File: config.mk
export PLATFORM = sky130hd
export DESIGN_NAME = des_feistel_round_top_flat
export DESIGN_NICKNAME = d
export VERILOG_FILES = /design/src/hw/rtl/dfr_pkg.sv /design/src/hw/rtl/dfr_if.sv /design/src/hw/rtl/dfr_ip.sv /design/src/hw/rtl/dfr_feistel.sv /design/src/hw/rtl/des_feistel_round_top.sv /design/src/flat_wrapper.sv
export SDC_FILE = /design/constraint.sdc
export NUM_CORES = 1
export LEC_CHECK = 0
export BUFFER_PORTS_ARGS = -buffer_cell sky130_fd_sc_hd__buf_4
export CAP_MARGIN = 10
export CORE_ASPECT_RATIO = 1.25
export CORE_MARGIN = 2
export CORE_UTILIZATION = 40
export CTS_CLUSTER_SIZE = 25
export DETAILED_ROUTE_END_ITERATION = 7
export HOLD_SLACK_MARGIN = 0.06
export SYNTH_ARGS = -nofsm -noshare
export SYNTH_HDL_FRONTEND = slang
export SYNTH_SLANG_ARGS = --single-unit
File: constraint.sdc
create_clock -name clk -period 9.5 [get_ports clk]
set_input_delay 0.475 -clock clk [delete_from_list [all_inputs] [get_ports clk]]
set_output_delay 0.475 -clock clk [all_outputs]
set_load 0.03 [all_outputs]
File: src/hw/rtl/dfr_pkg.sv
// Types, constants and FIPS 46 tables for the DES Feistel round block.
// No dependencies.
package dfr_pkg;

  localparam logic [3:0] LAST_ROUND = 4'd15;

  typedef enum logic {
    ACT_LOAD  = 1'b0,
    ACT_ROUND = 1'b1
  } action_t;

  typedef struct packed {
    logic [31:0] left_half;
    logic [31:0] right_half;
  } halves_t;

  localparam logic [6:0] IP_TABLE [64] = '{
    7'd58, 7'd50, 7'd42, 7'd34, 7'd26, 7'd18, 7'd10, 7'd2,
    7'd60, 7'd52, 7'd44, 7'd36, 7'd28, 7'd20, 7'd12, 7'd4,
    7'd62, 7'd54, 7'd46, 7'd38, 7'd30, 7'd22, 7'd14, 7'd6,
    7'd64, 7'd56, 7'd48, 7'd40, 7'd32, 7'd24, 7'd16, 7'd8,
    7'd57, 7'd49, 7'd41, 7'd33, 7'd25, 7'd17, 7'd9,  7'd1,
    7'd59, 7'd51, 7'd43, 7'd35, 7'd27, 7'd19, 7'd11, 7'd3,
    7'd61, 7'd53, 7'd45, 7'd37, 7'd29, 7'd21, 7'd13, 7'd5,
    7'd63, 7'd55, 7'd47, 7'd39, 7'd31, 7'd23, 7'd15, 7'd7
  };

  localparam logic [5:0] E_TABLE [48] = '{
    6'd32, 6'd1,  6'd2,  6'd3,  6'd4,  6'd5,  6'd4,  6'd5,
    6'd6,  6'd7,  6'd8,  6'd9,  6'd8,  6'd9,  6'd10, 6'd11,
    6'd12, 6'd13, 6'd12, 6'd13, 6'd14, 6'd15, 6'd16, 6'd17,
    6'd16, 6'd17, 6'd18, 6'd19, 6'd20, 6'd21, 6'd20, 6'd21,
    6'd22, 6'd23, 6'd24, 6'd25, 6'd24, 6'd25, 6'd26, 6'd27,
    6'd28, 6'd29, 6'd28, 6'd29, 6'd30, 6'd31, 6'd32, 6'd1
  };

  localparam logic [5:0] P_TABLE [32] = '{
    6'd16, 6'd7,  6'd20, 6'd21, 6'd29, 6'd12, 6'd28, 6'd17,
    6'd1,  6'd15, 6'd23, 6'd26, 6'd5,  6'd18, 6'd31, 6'd10,
    6'd2,  6'd8,  6'd24, 6'd14, 6'd32, 6'd27, 6'd3,  6'd9,
    6'd19, 6'd13, 6'd30, 6'd6,  6'd22, 6'd11, 6'd4,  6'd25
  };

  // Indexed by {row, column} = {b5, b0, b4..b1} of the six-bit group.
  localparam logic [3:0] SBOX_TABLE [8][64] = '{
    '{4'd14,4'd4,4'd13,4'd1,4'd2,4'd15,4'd11,4'd8,4'd3,4'd10,4'd6,4'd12,4'd5,4'd9,4'd0,4'd7,
      4'd0,4'd15,4'd7,4'd4,4'd14,4'd2,4'd13,4'd1,4'd10,4'd6,4'd12,4'd11,4'd9,4'd5,4'd3,4'd8,
      4'd4,4'd1,4'd14,4'd8,4'd13,4'd6,4'd2,4'd11,4'd15,4'd12,4'd9,4'd7,4'd3,4'd10,4'd5,4'd0,
      4'd15,4'd12,4'd8,4'd2,4'd4,4'd9,4'd1,4'd7,4'd5,4'd11,4'd3,4'd14,4'd10,4'd0,4'd6,4'd13},
    '{4'd15,4'd1,4'd8,4'd14,4'd6,4'd11,4'd3,4'd4,4'd9,4'd7,4'd2,4'd13,4'd12,4'd0,4'd5,4'd10,
      4'd3,4'd13,4'd4,4'd7,4'd15,4'd2,4'd8,4'd14,4'd12,4'd0,4'd1,4'd10,4'd6,4'd9,4'd11,4'd5,
      4'd0,4'd14,4'd7,4'd11,4'd10,4'd4,4'd13,4'd1,4'd5,4'd8,4'd12,4'd6,4'd9,4'd3,4'd2,4'd15,
      4'd13,4'd8,4'd10,4'd1,4'd3,4'd15,4'd4,4'd2,4'd11,4'd6,4'd7,4'd12,4'd0,4'd5,4'd14,4'd9},
    '{4'd10,4'd0,4'd9,4'd14,4'd6,4'd3,4'd15,4'd5,4'd1,4'd13,4'd12,4'd7,4'd11,4'd4,4'd2,4'd8,
      4'd13,4'd7,4'd0,4'd9,4'd3,4'd4,4'd6,4'd10,4'd2,4'd8,4'd5,4'd14,4'd12,4'd11,4'd15,4'd1,
      4'd13,4'd6,4'd4,4'd9,4'd8,4'd15,4'd3,4'd0,4'd11,4'd1,4'd2,4'd12,4'd5,4'd10,4'd14,4'd7,
      4'd1,4'd10,4'd13,4'd0,4'd6,4'd9,4'd8,4'd7,4'd4,4'd15,4'd14,4'd3,4'd11,4'd5,4'd2,4'd12},
    '{4'd7,4'd13,4'd14,4'd3,4'd0,4'd6,4'd9,4'd10,4'd1,4'd2,4'd8,4'd5,4'd11,4'd12,4'd4,4'd15,
      4'd13,4'd8,4'd11,4'd5,4'd6,4'd15,4'd0,4'd3,4'd4,4'd7,4'd2,4'd12,4'd1,4'd10,4'd14,4'd9,
      4'd10,4'd6,4'd9,4'd0,4'd12,4'd11,4'd7,4'd13,4'd15,4'd1,4'd3,4'd14,4'd5,4'd2,4'd8,4'd4,
      4'd3,4'd15,4'd0,4'd6,4'd10,4'd1,4'd13,4'd8,4'd9,4'd4,4'd5,4'd11,4'd12,4'd7,4'd2,4'd14},
    '{4'd2,4'd12,4'd4,4'd1,4'd7,4'd10,4'd11,4'd6,4'd8,4'd5,4'd3,4'd15,4'd13,4'd0,4'd14,4'd9,
      4'd14,4'd11,4'd2,4'd12,4'd4,4'd7,4'd13,4'd1,4'd5,4'd0,4'd15,4'd10,4'd3,4'd9,4'd8,4'd6,
      4'd4,4'd2,4'd1,4'd11,4'd10,4'd13,4'd7,4'd8,4'd15,4'd9,4'd12,4'd5,4'd6,4'd3,4'd0,4'd14,
      4'd11,4'd8,4'd12,4'd7,4'd1,4'd14,4'd2,4'd13,4'd6,4'd15,4'd0,4'd9,4'd10,4'd4,4'd5,4'd3},
    '{4'd12,4'd1,4'd10,4'd15,4'd9,4'd2,4'd6,4'd8,4'd0,4'd13,4'd3,4'd4,4'd14,4'd7,4'd5,4'd11,
      4'd10,4'd15,4'd4,4'd2,4'd7,4'd12,4'd9,4'd5,4'd6,4'd1,4'd13,4'd14,4'd0,4'd11,4'd3,4'd8,
      4'd9,4'd14,4'd15,4'd5,4'd2,4'd8,4'd12,4'd3,4'd7,4'd0,4'd4,4'd10,4'd1,4'd13,4'd11,4'd6,
      4'd4,4'd3,4'd2,4'd12,4'd9,4'd5,4'd15,4'd10,4'd11,4'd14,4'd1,4'd7,4'd6,4'd0,4'd8,4'd13},
    '{4'd4,4'd11,4'd2,4'd14,4'd15,4'd0,4'd8,4'd13,4'd3,4'd12,4'd9,4'd7,4'd5,4'd10,4'd6,4'd1,
      4'd13,4'd0,4'd11,4'd7,4'd4,4'd9,4'd1,4'd10,4'd14,4'd3,4'd5,4'd12,4'd2,4'd15,4'd8,4'd6,
      4'd1,4'd4,4'd11,4'd13,4'd12,4'd3,4'd7,4'd14,4'd10,4'd15,4'd6,4'd8,4'd0,4'd5,4'd9,4'd2,
      4'd6,4'd11,4'd13,4'd8,4'd1,4'd4,4'd10,4'd7,4'd9,4'd5,4'd0,4'd15,4'd14,4'd2,4'd3,4'd12},
    '{4'd13,4'd2,4'd8,4'd4,4'd6,4'd15,4'd11,4'd1,4'd10,4'd9,4'd3,4'd14,4'd5,4'd0,4'd12,4'd7,
      4'd1,4'd15,4'd13,4'd8,4'd10,4'd3,4'd7,4'd4,4'd12,4'd5,4'd6,4'd11,4'd0,4'd14,4'd9,4'd2,
      4'd7,4'd11,4'd4,4'd1,4'd9,4'd12,4'd14,4'd2,4'd0,4'd6,4'd10,4'd13,4'd15,4'd3,4'd5,4'd8,
      4'd2,4'd1,4'd14,4'd7,4'd4,4'd10,4'd8,4'd13,4'd15,4'd12,4'd9,4'd0,4'd3,4'd5,4'd6,4'd11}
  };

endpackage

File: src/hw/rtl/dfr_if.sv
// Valid/ready channel interfaces for the DES Feistel round block.
// No dependencies.
interface dfr_in_if;
  logic        valid;
  logic        ready;
  logic        action;
  logic [63:0] block_data;
  logic [47:0] round_key;
  logic [3:0]  round_index;

  modport source (output valid, action, block_data, round_key, round_index, input ready);
  modport sink   (input valid, action, block_data, round_key, round_index, output ready);
endinterface

interface dfr_out_if;
  logic        valid;
  logic        ready;
  logic [31:0] left_out;
  logic [31:0] right_out;

  modport source (output valid, left_out, right_out, input ready);
  modport sink   (input valid, left_out, right_out, output ready);
endinterface

File: src/hw/rtl/dfr_ip.sv
// DES initial permutation of a 64-bit block, split into halves.
// Depends on dfr_pkg.
module dfr_ip (
  input  logic [63:0]      block_data,
  output dfr_pkg::halves_t halves
);

  logic [63:0] permuted;

  // Output bit i (MSB first) takes input bit IP_TABLE[i] (MSB first).
  always_comb begin
    permuted = '0;
    for (int i = 0; i < 64; i++) begin
      permuted[63 - i] = block_data[6'(7'd64 - dfr_pkg::IP_TABLE[i])];
    end
  end

  assign halves.left_half  = permuted[63:32];
  assign halves.right_half = permuted[31:0];

endmodule

File: src/hw/rtl/dfr_feistel.sv
// One DES round: f function (E, key mix, S-boxes, P) and half update.
// Depends on dfr_pkg.
module dfr_feistel (
  input  dfr_pkg::halves_t cur,
  input  logic [47:0]      round_key,
  input  logic [3:0]       round_index,
  output dfr_pkg::halves_t nxt
);

  logic [47:0] expanded;
  logic [47:0] mixed_key;
  logic [31:0] sbox_out;
  logic [31:0] f_out;
  logic [31:0] mixed;

  always_comb begin
    expanded = '0;
    for (int i = 0; i < 48; i++) begin
      expanded[47 - i] = cur.right_half[5'(6'd32 - dfr_pkg::E_TABLE[i])];
    end
  end

  assign mixed_key = expanded ^ round_key;

  // Each six-bit group picks row {b5,b0} and column b4..b1.
  always_comb begin
    logic [5:0] six;
    sbox_out = '0;
    for (int b = 0; b < 8; b++) begin
      six = mixed_key[47 - 6 * b -: 6];
      sbox_out[31 - 4 * b -: 4] = dfr_pkg::SBOX_TABLE[b][{six[5], six[0], six[4:1]}];
    end
  end

  always_comb begin
    f_out = '0;
    for (int i = 0; i < 32; i++) begin
      f_out[31 - i] = sbox_out[5'(6'd32 - dfr_pkg::P_TABLE[i])];
    end
  end

  assign mixed = cur.left_half ^ f_out;

  // Swap halves except on the last round.
  always_comb begin
    if (round_index == dfr_pkg::LAST_ROUND) begin
      nxt.left_half  = mixed;
      nxt.right_half = cur.right_half;
    end else begin
      nxt.left_half  = cur.right_half;
      nxt.right_half = mixed;
    end
  end

endmodule

File: src/hw/rtl/des_feistel_round_top.sv
// DES Feistel round block: input register, IP / round logic, state-and-result register.
// Depends on dfr_pkg, dfr_if, dfr_ip and dfr_feistel.
//
// Usage:
//   in_ch  (sink): one item per transfer. action = load pushes block_data
//          through the DES initial permutation into the left/right halves;
//          action = round runs one Feistel round with round_key on the held
//          halves, swapping them unless round_index is the last round (15).
//   out_ch (source): one result per item, carrying both halves afterwards.
//   Path: an unstalled item passes through the input register and then the
//   half registers, whose contents drive out_ch.
//   Throughput: one item per cycle while out_ch does not stall; the round logic
//   between the input register and the half registers is a single pass, and each
//   item sees the halves left by the item before it.
//   Stall: the half registers double as the result register; while out_ch
//   stalls, hold the result and the waiting item, and drop in_ch ready once
//   the input register is full too.
//   Reset: rst_n (synchronous, active low) clears both halves to zero and
//   empties both registers; a round before any load works on zero halves.
module des_feistel_round_top (
  input  logic      clk,
  input  logic      rst_n,
  dfr_in_if.sink    in_ch,
  dfr_out_if.source out_ch
);

  // Input register
  logic        in_valid_r;
  logic        action_r;
  logic [63:0] block_r;
  logic [47:0] key_r;
  logic [3:0]  index_r;

  // Halves: architectural state and output payload at once
  dfr_pkg::halves_t halves_r;
  dfr_pkg::halves_t halves_nxt;
  logic             out_valid_r;

  dfr_pkg::halves_t load_halves;
  dfr_pkg::halves_t round_halves;

  logic in_xfer;
  logic advance;

  // Advance a held input item when the result slot is empty or being taken this cycle.
  assign advance     = in_valid_r && (!out_valid_r || out_ch.ready);
  assign in_ch.ready = !in_valid_r || advance;
  assign in_xfer     = in_ch.valid && in_ch.ready;

  dfr_ip u_ip (
    .block_data (block_r),
    .halves     (load_halves)
  );

  dfr_feistel u_feistel (
    .cur         (halves_r),
    .round_key   (key_r),
    .round_index (index_r),
    .nxt         (round_halves)
  );

  always_comb begin
    unique case (dfr_pkg::action_t'(action_r))
      dfr_pkg::ACT_LOAD:  halves_nxt = load_halves;
      dfr_pkg::ACT_ROUND: halves_nxt = round_halves;
      default:            halves_nxt = halves_r;
    endcase
  end

  always_ff @(posedge clk) begin
    if (!rst_n) begin
      in_valid_r <= 1'b0;
    end else if (in_xfer) begin
      in_valid_r <= 1'b1;
    end else if (advance) begin
      in_valid_r <= 1'b0;
    end
  end

  // Payload of the input register needs no reset.
  always_ff @(posedge clk) begin
    if (in_xfer) begin
      action_r <= in_ch.action;
      block_r  <= in_ch.block_data;
      key_r    <= in_ch.round_key;
      index_r  <= in_ch.round_index;
    end
  end

  // Halves are state, so reset clears them.
  always_ff @(posedge clk) begin
    if (!rst_n) begin
      halves_r    <= '0;
      out_valid_r <= 1'b0;
    end else begin
      if (advance) begin
        halves_r <= halves_nxt;
      end
      if (advance) begin
        out_valid_r <= 1'b1;
      end else if (out_ch.ready) begin
        out_valid_r <= 1'b0;
      end
    end
  end

  assign out_ch.valid     = out_valid_r;
  assign out_ch.left_out  = halves_r.left_half;
  assign out_ch.right_out = halves_r.right_half;

endmodule

File: src/flat_wrapper.sv
// flat-port wrapper written by rule: the top's interface ports become plain ports
module des_feistel_round_top_flat 
  (clk, rst_n, in_ch_valid, in_ch_action, in_ch_block_data, in_ch_round_key, in_ch_round_index, in_ch_ready, out_ch_valid, out_ch_left_out, out_ch_right_out, out_ch_ready);
  dfr_in_if in_ch_i ();
  dfr_out_if out_ch_i ();
  input  logic clk;
  input  logic rst_n;
  input wire logic [$bits(in_ch_i.valid)-1:0] in_ch_valid;
  input wire logic [$bits(in_ch_i.action)-1:0] in_ch_action;
  input wire logic [$bits(in_ch_i.block_data)-1:0] in_ch_block_data;
  input wire logic [$bits(in_ch_i.round_key)-1:0] in_ch_round_key;
  input wire logic [$bits(in_ch_i.round_index)-1:0] in_ch_round_index;
  output wire logic [$bits(in_ch_i.ready)-1:0] in_ch_ready;
  output wire logic [$bits(out_ch_i.valid)-1:0] out_ch_valid;
  output wire logic [$bits(out_ch_i.left_out)-1:0] out_ch_left_out;
  output wire logic [$bits(out_ch_i.right_out)-1:0] out_ch_right_out;
  input wire logic [$bits(out_ch_i.ready)-1:0] out_ch_ready;
  assign in_ch_i.valid = in_ch_valid;
  assign in_ch_i.action = in_ch_action;
  assign in_ch_i.block_data = in_ch_block_data;
  assign in_ch_i.round_key = in_ch_round_key;
  assign in_ch_i.round_index = in_ch_round_index;
  assign in_ch_ready = in_ch_i.ready;
  assign out_ch_valid = out_ch_i.valid;
  assign out_ch_left_out = out_ch_i.left_out;
  assign out_ch_right_out = out_ch_i.right_out;
  assign out_ch_i.ready = out_ch_ready;
  des_feistel_round_top u_core (.clk(clk), .rst_n(rst_n), .in_ch(in_ch_i), .out_ch(out_ch_i));
endmodule
-- After elaboration in Yosys (flattened, before gate mapping)
Memories as Yosys holds them, arrays and structs flattened.
Cells that the tools add are included.
- flip-flop bits (word level): 183
- latch bits: 0
- RAM bits: 0
- memory bits (read-only): 2048
- input port bits: 121
- output and inout port bits: 66
- word-level logic and storage cells: 68
- memories: 8
- $add $sub $neg: 0
- $mul: 0
- divide/modulo/power cells: 0
- $lt $le $gt $ge: 8
- equality and inequality tests: 2
- shifts and indexed selects: 0
- muxes and demuxes: 22
- bitwise operators: 11
- reductions and logical operators: 9
- memories (name ; words ; width ; read ports ; clocked after Yosys merged registers in ; write ports ; line ; source):
    (no name shown) ; 64 ; 4 ; 1 ; 0 ; 0 ; dfr_feistel.sv:31 ; sbox_out[31 - 4 * b -: 4] = dfr_pkg::SBOX_TABLE[b][{six[5], six[0], six[4:1]}];
    (no name shown) ; 64 ; 4 ; 1 ; 0 ; 0 ; dfr_feistel.sv:31 ;
    (no name shown) ; 64 ; 4 ; 1 ; 0 ; 0 ; dfr_feistel.sv:31 ;
    (no name shown) ; 64 ; 4 ; 1 ; 0 ; 0 ; dfr_feistel.sv:31 ;
    (no name shown) ; 64 ; 4 ; 1 ; 0 ; 0 ; dfr_feistel.sv:31 ;
    (no name shown) ; 64 ; 4 ; 1 ; 0 ; 0 ; dfr_feistel.sv:31 ;
    2 more memories ; -- ; -- ; -- ; -- ; -- ; -- ;
- operator list (cell ; count):
    case mux 64 bit (2 select lines) ; 1
    two-way mux 4 bit ; 16
    two-way mux 64 bit ; 1
    greater-or-equal comparator 7 bit (second input constant) ; 8
    inverter 6 -> 7 bit ; 8
    XOR 48 bit ; 1
    XOR 32 bit ; 1
    equality test 4 bit (second input constant) ; 1
    two-way mux 1 bit ; 4
    nonzero test 2 bit ; 2
    logical AND 1 bit ; 2
    zero test 1 bit ; 2
    logical OR 1 bit ; 2
    != test 2 bit (second input constant) ; 1
    AND reduction 2 bit ; 1
    inverter 1 bit ; 1

-- Logic depth before layout (Yosys ltp)
Gate-level depths: netlist of the first run.
- depth in word-level cells: 8
- gate-level depth with buffers: 11
- gate-level depth less buffers: 10

-- By module
Synthesis of the first run repeated with hierarchy kept, for this count alone.
- cells, all modules: 1413
- area total of the unflattened synthesis: 14223.6 µm²
- modules (own cells, without submodules) (module ; times used ; cells an instance ; area each (µm²) ; seq. area each (µm²)):
    dfr_feistel ; 1 ; 1009 ; 7354.6 ; 0.0
    des_feistel_round_top ; 1 ; 340 ; 6388.6 ; 4834.6
    dfr_ip ; 1 ; 64 ; 480.5 ; 0.0

-- Worst setup path after synthesis of the first run
No wires, ideal clock.
- kind: reg-to-reg
- from: register u_core.out_valid_r (netlist: u_core.out_ch.valid)
- to: register u_core.action_r (enable)
- library setup time: 0.489 ns
- arrival time: 3.604 ns
- required time: 9.011 ns
- slack: 5.407 ns
- stages on the path, launching flop included: 4
- buffers on the path: 0
- period minus slack after synthesis: 4.093 ns
- path through: dfxtp_1 nor2b_1 nand2_1 and2_1
- cells in the longest elaborated chain, start to end: 5
- RTL lines (element ; line ; source):
    start, declared ; des_feistel_round_top.sv:37 ; logic out_valid_r;
    start signal, assigned ; des_feistel_round_top.sv:94 ; out_valid_r <= 1'b0;
    start signal, assigned ; des_feistel_round_top.sv:100 ; out_valid_r <= 1'b1;
    start signal, assigned ; des_feistel_round_top.sv:102 ; out_valid_r <= 1'b0;
    zero test 1 bit ; des_feistel_round_top.sv:46 ; assign advance = in_valid_r && (!out_valid_r || out_ch.ready);
    logical OR 1 bit ; des_feistel_round_top.sv:46 ;
    logical AND 1 bit ; des_feistel_round_top.sv:46 ;
    logical OR 1 bit ; des_feistel_round_top.sv:47 ; assign in_ch.ready = !in_valid_r || advance;
    via in_ch_ready ; flat_wrapper.sv:13 ; output wire logic [$bits(in_ch_i.ready)-1:0] in_ch_ready;
    logical AND 1 bit ; des_feistel_round_top.sv:48 ; assign in_xfer = in_ch.valid && in_ch.ready;
    via u_core.in_xfer ; des_feistel_round_top.sv:42 ; logic in_xfer;
    end signal, assigned ; des_feistel_round_top.sv:83 ; action_r <= in_ch.action;
    end, declared ; des_feistel_round_top.sv:29 ; logic action_r;
The timed path passes the listed nets, and every way through them passes these cells.
A chain may end at the register's enable or synchronous reset.

-- Final worst setup path of the first run
- from: register u_core.halves_r, in the netlist u_core.out_ch.right_out[4]
- to: register u_core.halves_r, in the netlist u_core.out_ch.right_out[20]
- cells in the longest elaborated chain, start to end: 8
- RTL lines (element ; line ; source):
    start, declared ; des_feistel_round_top.sv:35 ; dfr_pkg::halves_t halves_r;
    start signal, assigned ; des_feistel_round_top.sv:97 ; halves_r <= halves_nxt;
    XOR 48 bit ; dfr_feistel.sv:23 ; assign mixed_key = expanded ^ round_key;
    inverter 6 -> 7 bit (implied by the code) ; dfr_feistel.sv:31 ;
    memory read (64 x 4 bit) ; -- ;
    two-way mux 4 bit (implied by the code) (2 in series) ; dfr_feistel.sv:31 ;
    XOR 32 bit ; dfr_feistel.sv:42 ; assign mixed = cur.left_half ^ f_out;
    two-way mux 64 bit ; dfr_feistel.sv:46 ; if (round_index == dfr_pkg::LAST_ROUND) begin
    case mux 64 bit (2 select lines) ; des_feistel_round_top.sv:63 ; unique case (dfr_pkg::action_t'(action_r))
No other way between the ends. The select of a mux whose other input is x is not followed.

==> flow_summary.toml, run 1 <==
[sta]
tns_ns = 0
setup_violations = 0
fmax_ghz = 0.272
hold_viol = 0
period_share = 0.387
worstMarginPinSlew_ns = 1.16
slew_headroom = 0.223
skew_ns = 0.0151
period_minus_slack_ns = 3.67
rsz0062_at_grt = "no"
maxSlewViolCount = 0

[setup_path]
cp.required_ns = 9.82
critical_path_class = "reg2reg"
start_kind = "flip-flop"
worst_path_max_delay_cell = "xor2_1"
cp.arrival_ns = 3.99
slowest_delay_ns = 0.72
cp_cell_sequence = "xor2_1 > ha_1 > mux4_2 > nor2_1 > nor3_1 > a311oi_1 > mux2i_1 > o21ai_1"
critPathMaxFanout = 11
rrSetupSlack_ns = 5.83
critPathCaptureType = "flip-flop"

[min_path]
hold_class = "in2reg"

[cts]
cts_hold_buffers = 0
htree_levels = 4
cts_setup_buffers = 0
cts.sinks = 183
cts_buffers = 17
ctsResizeCount = 0
clk_latency_ns = 0.45
cts.path.max_buffers = 2
cts.reportedPaths.clkPinSlew_ns = 0.09
cts-root-buf = "clkbuf_16"
cts_tree = "done"

[power]
leakagePower_nw = 5.88
ir_worst_vdd_mv = 0.127
powerDensity_mw_per_mm2 = 202

[synth]
synth_async_sr_flop_share = 0
syn-num-nets = 1535
synth_cell_types = 83
muxShareOfSynthArea = 0.0684
synth_compound_area_frac = 0.224
synth_seq_cells = 183
ys.flop_type = "edfxtp_1"
ys_seq_area_frac = 0.377
synth-simple-area-share = 0.141
synth-adder-area-share = 0.0613
syn_avg_cell_area_um2 = 9.49
synth_xor_area_frac = 0.0834
yosysWarnings = 0
synth_top_family_by_area = "compound AO/OA/AOI/OAI gates"
synthCells = 1352
synth.cell_area_mm2 = 0.0128
synth_edf_count = 117

[die]
io_pins = 187
core-area_mm2 = 0.0317
initial_core_util = 0.405
dieHeight_um = 204
rows = 73
die_x_um = 164
dieArea_mm2 = 0.0335

[grt]
grt_first_pass_wirelength_um = 62700
grt_pass1_vias = 11000
antenna_found_initial = 0
grt_overflow = 0
grt_max_degree = 74
gr-usage-all-layers = 0.242

[final_layout]
n_antenna_cell = 0
drive_above_1_share = 0.201
design_area_mm2 = 0.0151
fin_nets = 1667
area_delta_synth_final_pct = 18.1

[drt]
routed_wl_um = 40800
ant_nets = 0
firstDrtPassIters = 5
drc = 0
drt_iter0_drc = 1050
via_count = 11500
via_per_inst = 6.05
wire_per_inst_um = 21.4

[place]
placed_area_mm2 = 0.0145
dp_hpwl_um = 28400
gp_congestion = 0.906
io_buffers = 186

[outcome]
outcome = "complete, no violations"

[run]
cap_violations = 0
==> routing by layer <==
metal | wire length (um) | GRT usage
met5 | 0 | 0
met4 | 1430 | 0.0993
met3 | 2250 | 0.0349
met2 | 20000 | 0.410
met1 | 17100 | 0.308
==> registers in the layout, summed over array words and instances (netlist names) <==
register / count
u_core.action_r: 1
u_core.in_valid_r: 1
u_core.out_ch.left_out: 32
u_core.out_ch.right_out: 32
u_core.block_r: 64
u_core.key_r: 48
u_core.out_ch.valid: 1
u_core.index_r: 4
==> layout by cell type (no fill, tap or decap), drive strengths merged, types with 9 or more instances in the layout <==
cell type / Yosys / routed
nand4: 17 / 17
clkbuf: 64 / 17
a221oi: 23 / 23
edfxtp: 117 / 117
nand3: 51 / 51
a211oi: 31 / 31
nor2: 87 / 87
dfxtp: 66 / 66
nand2: 119 / 119
o21ai: 74 / 74
a21o: 9 / 9
o211ai: 45 / 45
xnor2: 64 / 64
nor3: 33 / 33
mux4: 20 / 20
inv: 54 / 63
xor2: 44 / 44
or3: 10 / 10
or4: 19 / 19
a21oi: 90 / 90
a31oi: 19 / 19
buf: 27 / 204
mux2i: 40 / 40
ha: 62 / 62
a221o: 22 / 22
or2: 9 / 9
o2111ai: 11 / 11
==> critical path, delay by kind of cell, from the launching register on <==
kind / cells / cell delay [ns]
adders and majority gates: 1 / 0.51
DFF: 1 / 0.56
xor gates and xnor gates: 1 / 0.72
muxes: 2 / 0.75
AOI/OAI and AO/OA: 2 / 0.74
and+or+nand+nor: 2 / 0.26
==> cell families (layout without fill, tap and decap cells) <==
kind of cell | Yosys count | in the layout
AO/OA/AOI/OAI | 411 | 411
AND/OR/NAND/NOR | 380 | 380
flip-flops | 183 | 183
buffers and inverters | 145 | 290
XOR/XNOR | 108 | 108
adder cells (fa/ha/maj) | 63 | 63
multiplexers | 62 | 62
==> cells in the mapped netlist, types with 6 or more instances <==
library cell | count | area, um^2
a211o_1 | 6 | 52.6
mux2i_1 | 40 | 400
o2111ai_1 | 11 | 96.3
nor2_1 | 87 | 327
xor2_2 | 6 | 97.6
xor2_1 | 37 | 324
clkbuf_1 | 64 | 240
o21ai_1 | 17 | 85.1
xnor2_2 | 8 | 130
nand3_1 | 51 | 255
inv_2 | 11 | 41.3
nand4_1 | 17 | 106
a2111oi_0 | 7 | 61.3
o31ai_1 | 8 | 60.1
o22ai_1 | 8 | 50.1
dfxtp_1 | 66 | 1320
a31oi_1 | 18 | 113
ha_1 | 62 | 776
buf_2 | 19 | 95.1
a21oi_1 | 90 | 450
or3_1 | 10 | 62.6
a211oi_1 | 31 | 233
o21ai_0 | 57 | 285
nand2_1 | 119 | 447
or4_1 | 19 | 143
o211ai_1 | 43 | 323
xnor2_1 | 56 | 490
a21o_1 | 9 | 67.6
edfxtp_1 | 117 | 3510
mux4_2 | 19 | 428
o221ai_1 | 7 | 61.3
a221o_1 | 22 | 220
nor3_1 | 33 | 165
inv_1 | 43 | 161
a221oi_1 | 21 | 184
==> worst paths after layout <==
check,from,end,cells past startpoint
worst min register to register,u_core.out_ch.left_out[16],u_core.out_ch.left_out[16],2
worst min-delay path,in_ch_round_key[37],u_core.key_r[37],1
worst max-delay path,u_core.out_ch.right_out[4],u_core.out_ch.right_out[20],8
worst max register to register,u_core.out_ch.right_out[4],u_core.out_ch.right_out[20],8
==> per-stage QoR <==
stage | util | setup slack, ns | instances | hold WS, ns | total power (W)
floorplan | - | 5.41 | 1352 | 0.474 | 0.00193
global placement | 0.458 | 5.89 | 1877 | 0.488 | 0.00229
detailed placement | 0.458 | 5.86 | 1877 | 0.501 | 0.00229
CTS | 0.478 | 5.83 | 1909 | 0.173 | 0.00306
global route | 0.478 | 5.63 | 1909 | 0.171 | 0.00322
finish | 0.478 | 5.83 | 1909 | 0.194 | 0.00305
==> power by group <==
part	leakage (nW)	switching [W]	internal [W]
logic	3.88	0.000785	0.000497
registers	1.69	0.0000960	0.000912
clock network	0.306	0.000396	0.000367
total	5.88	0.00128	0.00178
==> layout make-up <==
type | count | area [um^2]
Tap cell | 412 | 515
Clock buffer | 17 | 425
Timing Repair Buffer | 204 | 1530
Fill cell | 2966 | 16600
Inverter | 54 | 203
Clock inverter | 15 | 206
Sequential cell | 183 | 4830
Multi-Input combinational cell | 1024 | 7430
(Power assumes the default switching activity.)
==> run 2: changes to the inputs <==
Clock period 9.5 ns to 3.2 ns, I/O delays scaled along.
==> flow_summary.toml, run 2 (synthesis gave the netlist of run 1 again) <==
[grt]
grt_util_met1 = 0.330
grt_first_pass_wirelength_um = 67500
grt_overflow = 0
globalRouteMet2Util = 0.452
grt_max_degree = 81
antenna_found_initial = 1
top_usage_layer = "met2"
grt_pass1_vias = 11900
met3_usage = 0.0398
gr-usage-all-layers = 0.261

[sta]
period_share = 0.956
tns_ns = 0
maxSlewViolCount = 0
worstMarginPinSlew_ns = 0.990
period_minus_slack_ns = 3.06
rsz0062_at_grt = "no"
slew_headroom = 0.335
fmax_ghz = 0.327
hold_viol = 0
setup_violations = 0
skew_ns = 0.0147

[drt]
via_per_inst = 5.94
routed_wl_um = 43800
ant_nets = 0
drc = 0
drt_iter0_drc = 1159
firstDrtPassIters = 6
via_count = 12400
wire_per_inst_um = 21.0

[cts]
cts_buffers = 17
cts.sinks = 183
cts.path.max_buffers = 2
clk_latency_ns = 0.45
htree_levels = 4
cts-root-buf = "clkbuf_16"
cts_setup_buffers = 0
cts.reportedPaths.clkPinSlew_ns = 0.08
cts_tree = "done"

[die]
core-area_mm2 = 0.0317
dieArea_mm2 = 0.0335
initial_core_util = 0.405
rows = 73
io_pins = 187
die_x_um = 164
dieHeight_um = 204

[setup_path]
rr_worst_depth = 9
slowest_delay_ns = 0.67
start_kind = "flip-flop"
startpoint = "u_core.out_ch.right_out[8]"
r2r_end = "u_core.out_ch.right_out[3]"
critPathMaxFanout = 9
cp_cell_sequence = "xor2_2 > ha_1 > inv_1 > mux4_2 > o22ai_1 > mux2i_1 > xnor2_1 > o31ai_1 > buf_4"
rrSetupSlack_ns = 0.14
cp.buffers_inverters = 2
cp_top_family = "flip-flops"
r2r-start = "u_core.out_ch.right_out[8]"
worst_path_max_delay_cell = "dfxtp_1"
critical_path_class = "reg2reg"
cp.required_ns = 3.59
critPathCaptureType = "flip-flop"
cp.arrival_ns = 3.45

[final_layout]
n_antenna_cell = 0
final_common_cell = "buf_4"
drive_above_1_share = 0.217
largest_reg_flops = 64
layout_common_cells = "265 x buf_4, 119 x nand2_1, 119 x dlygate4sd3_1"
reg_top3 = "u_core.block_r (64), u_core.key_r (48)"
design_area_mm2 = 0.0168
largest_register = "u_core.block_r"
area_delta_synth_final_pct = 30.7
fin_nets = 1849

[power]
comb_power_share = 0.454
swShare = 0.407
seqPwrFrac = 0.319
ir_worst_vdd_mv = 0.351
leakagePower_nw = 6.67
powerDensity_mw_per_mm2 = 553
netSwitchingPower_w = 0.00378
internal_power_w = 0.00550
p_clk_frac = 0.227

[min_path]
min_path_cells = 3
min_from = "rst_n"
hold_class = "in2reg"
hold_end = "u_core.out_ch.left_out[17]"

[place]
gp_congestion = 0.910
io_buffers = 186
placed_area_mm2 = 0.0150
dp_hpwl_um = 30100

[outcome]
outcome = "complete, no violations"

[run]
cap_violations = 0
[run 2: repair_timing]
item / in CTS / in global routing
setup endpoints to repair: 0 / 1
gates resized for setup: 0 / 1
hold endpoints to repair: 119 / 0
hold buffers: 119 / 0
[run 2: power by group through the flow]
stage,clock network (W),registers (W),logic (W)
floorplan,0,0.00308,0.00265
global placement,0,0.00300,0.00401
detailed placement,0,0.00301,0.00403
CTS,0.00214,0.00296,0.00417
global route,0.00223,0.00298,0.00459
finish,0.00211,0.00296,0.00422
[run 2: how the worst max path moves through the flow]
| stage | to | slack [ns] | depth (start not counted) |
|---|---|---|---|
| 2_1_floorplan | u_core.out_ch.right_out[20] | 0.14 | 9 |
| 3_3_place_gp | u_core.out_ch.right_out[3] | 0.08 | 9 |
| 3_5_place_dp | u_core.out_ch.right_out[3] | 0.19 | 9 |
| 4_1_cts | u_core.out_ch.right_out[3] | 0.14 | 9 |
| 5_1_grt | u_core.out_ch.right_out[9] | 0.0008 | 9 |
| 6_report | u_core.out_ch.right_out[3] | 0.14 | 9 |
[run 2: layer usage]
layer	up-vias	routed length (um)
met5	-	0
met3	74	2790
li1	5767	-
met2	520	21900
met1	6058	17800
met4	0	1370
[run 2: cell type report]
cell class                      instances  area, um^2
Fill cell                            2782       14900
Timing Repair Buffer                  386        3220
Sequential cell                       183        4830
Inverter                               54         203
Multi-Input combinational cell       1024        7430
Clock inverter                         15         138
Clock buffer                           17         425
Tap cell                              412         515
[run 2: stage by stage]
| step | setup slack (ns) | cells | power, W | hold WS, ns | util |
|---|---|---|---|---|---|
| floorplan | 0.137 | 1352 | 0.00574 | 0.259 | - |
| global placement | 0.0795 | 1940 | 0.00701 | 0.339 | 0.474 |
| detailed placement | 0.186 | 1940 | 0.00704 | 0.339 | 0.474 |
| CTS | 0.141 | 2091 | 0.00927 | 0.0977 | 0.529 |
| global route | 0.000804 | 2091 | 0.00980 | 0.127 | 0.529 |
| finish | 0.141 | 2091 | 0.00928 | 0.119 | 0.529 |
[run 2: worst reg2reg max path: stages, from the launching register on]
cell     delay (ns)
dfxtp_1        0.67
xor2_2         0.24
ha_1           0.51
inv_1          0.14
mux4_2         0.47
o22ai_1        0.20
mux2i_1        0.13
xnor2_1        0.18
o31ai_1        0.29
buf_4          0.18
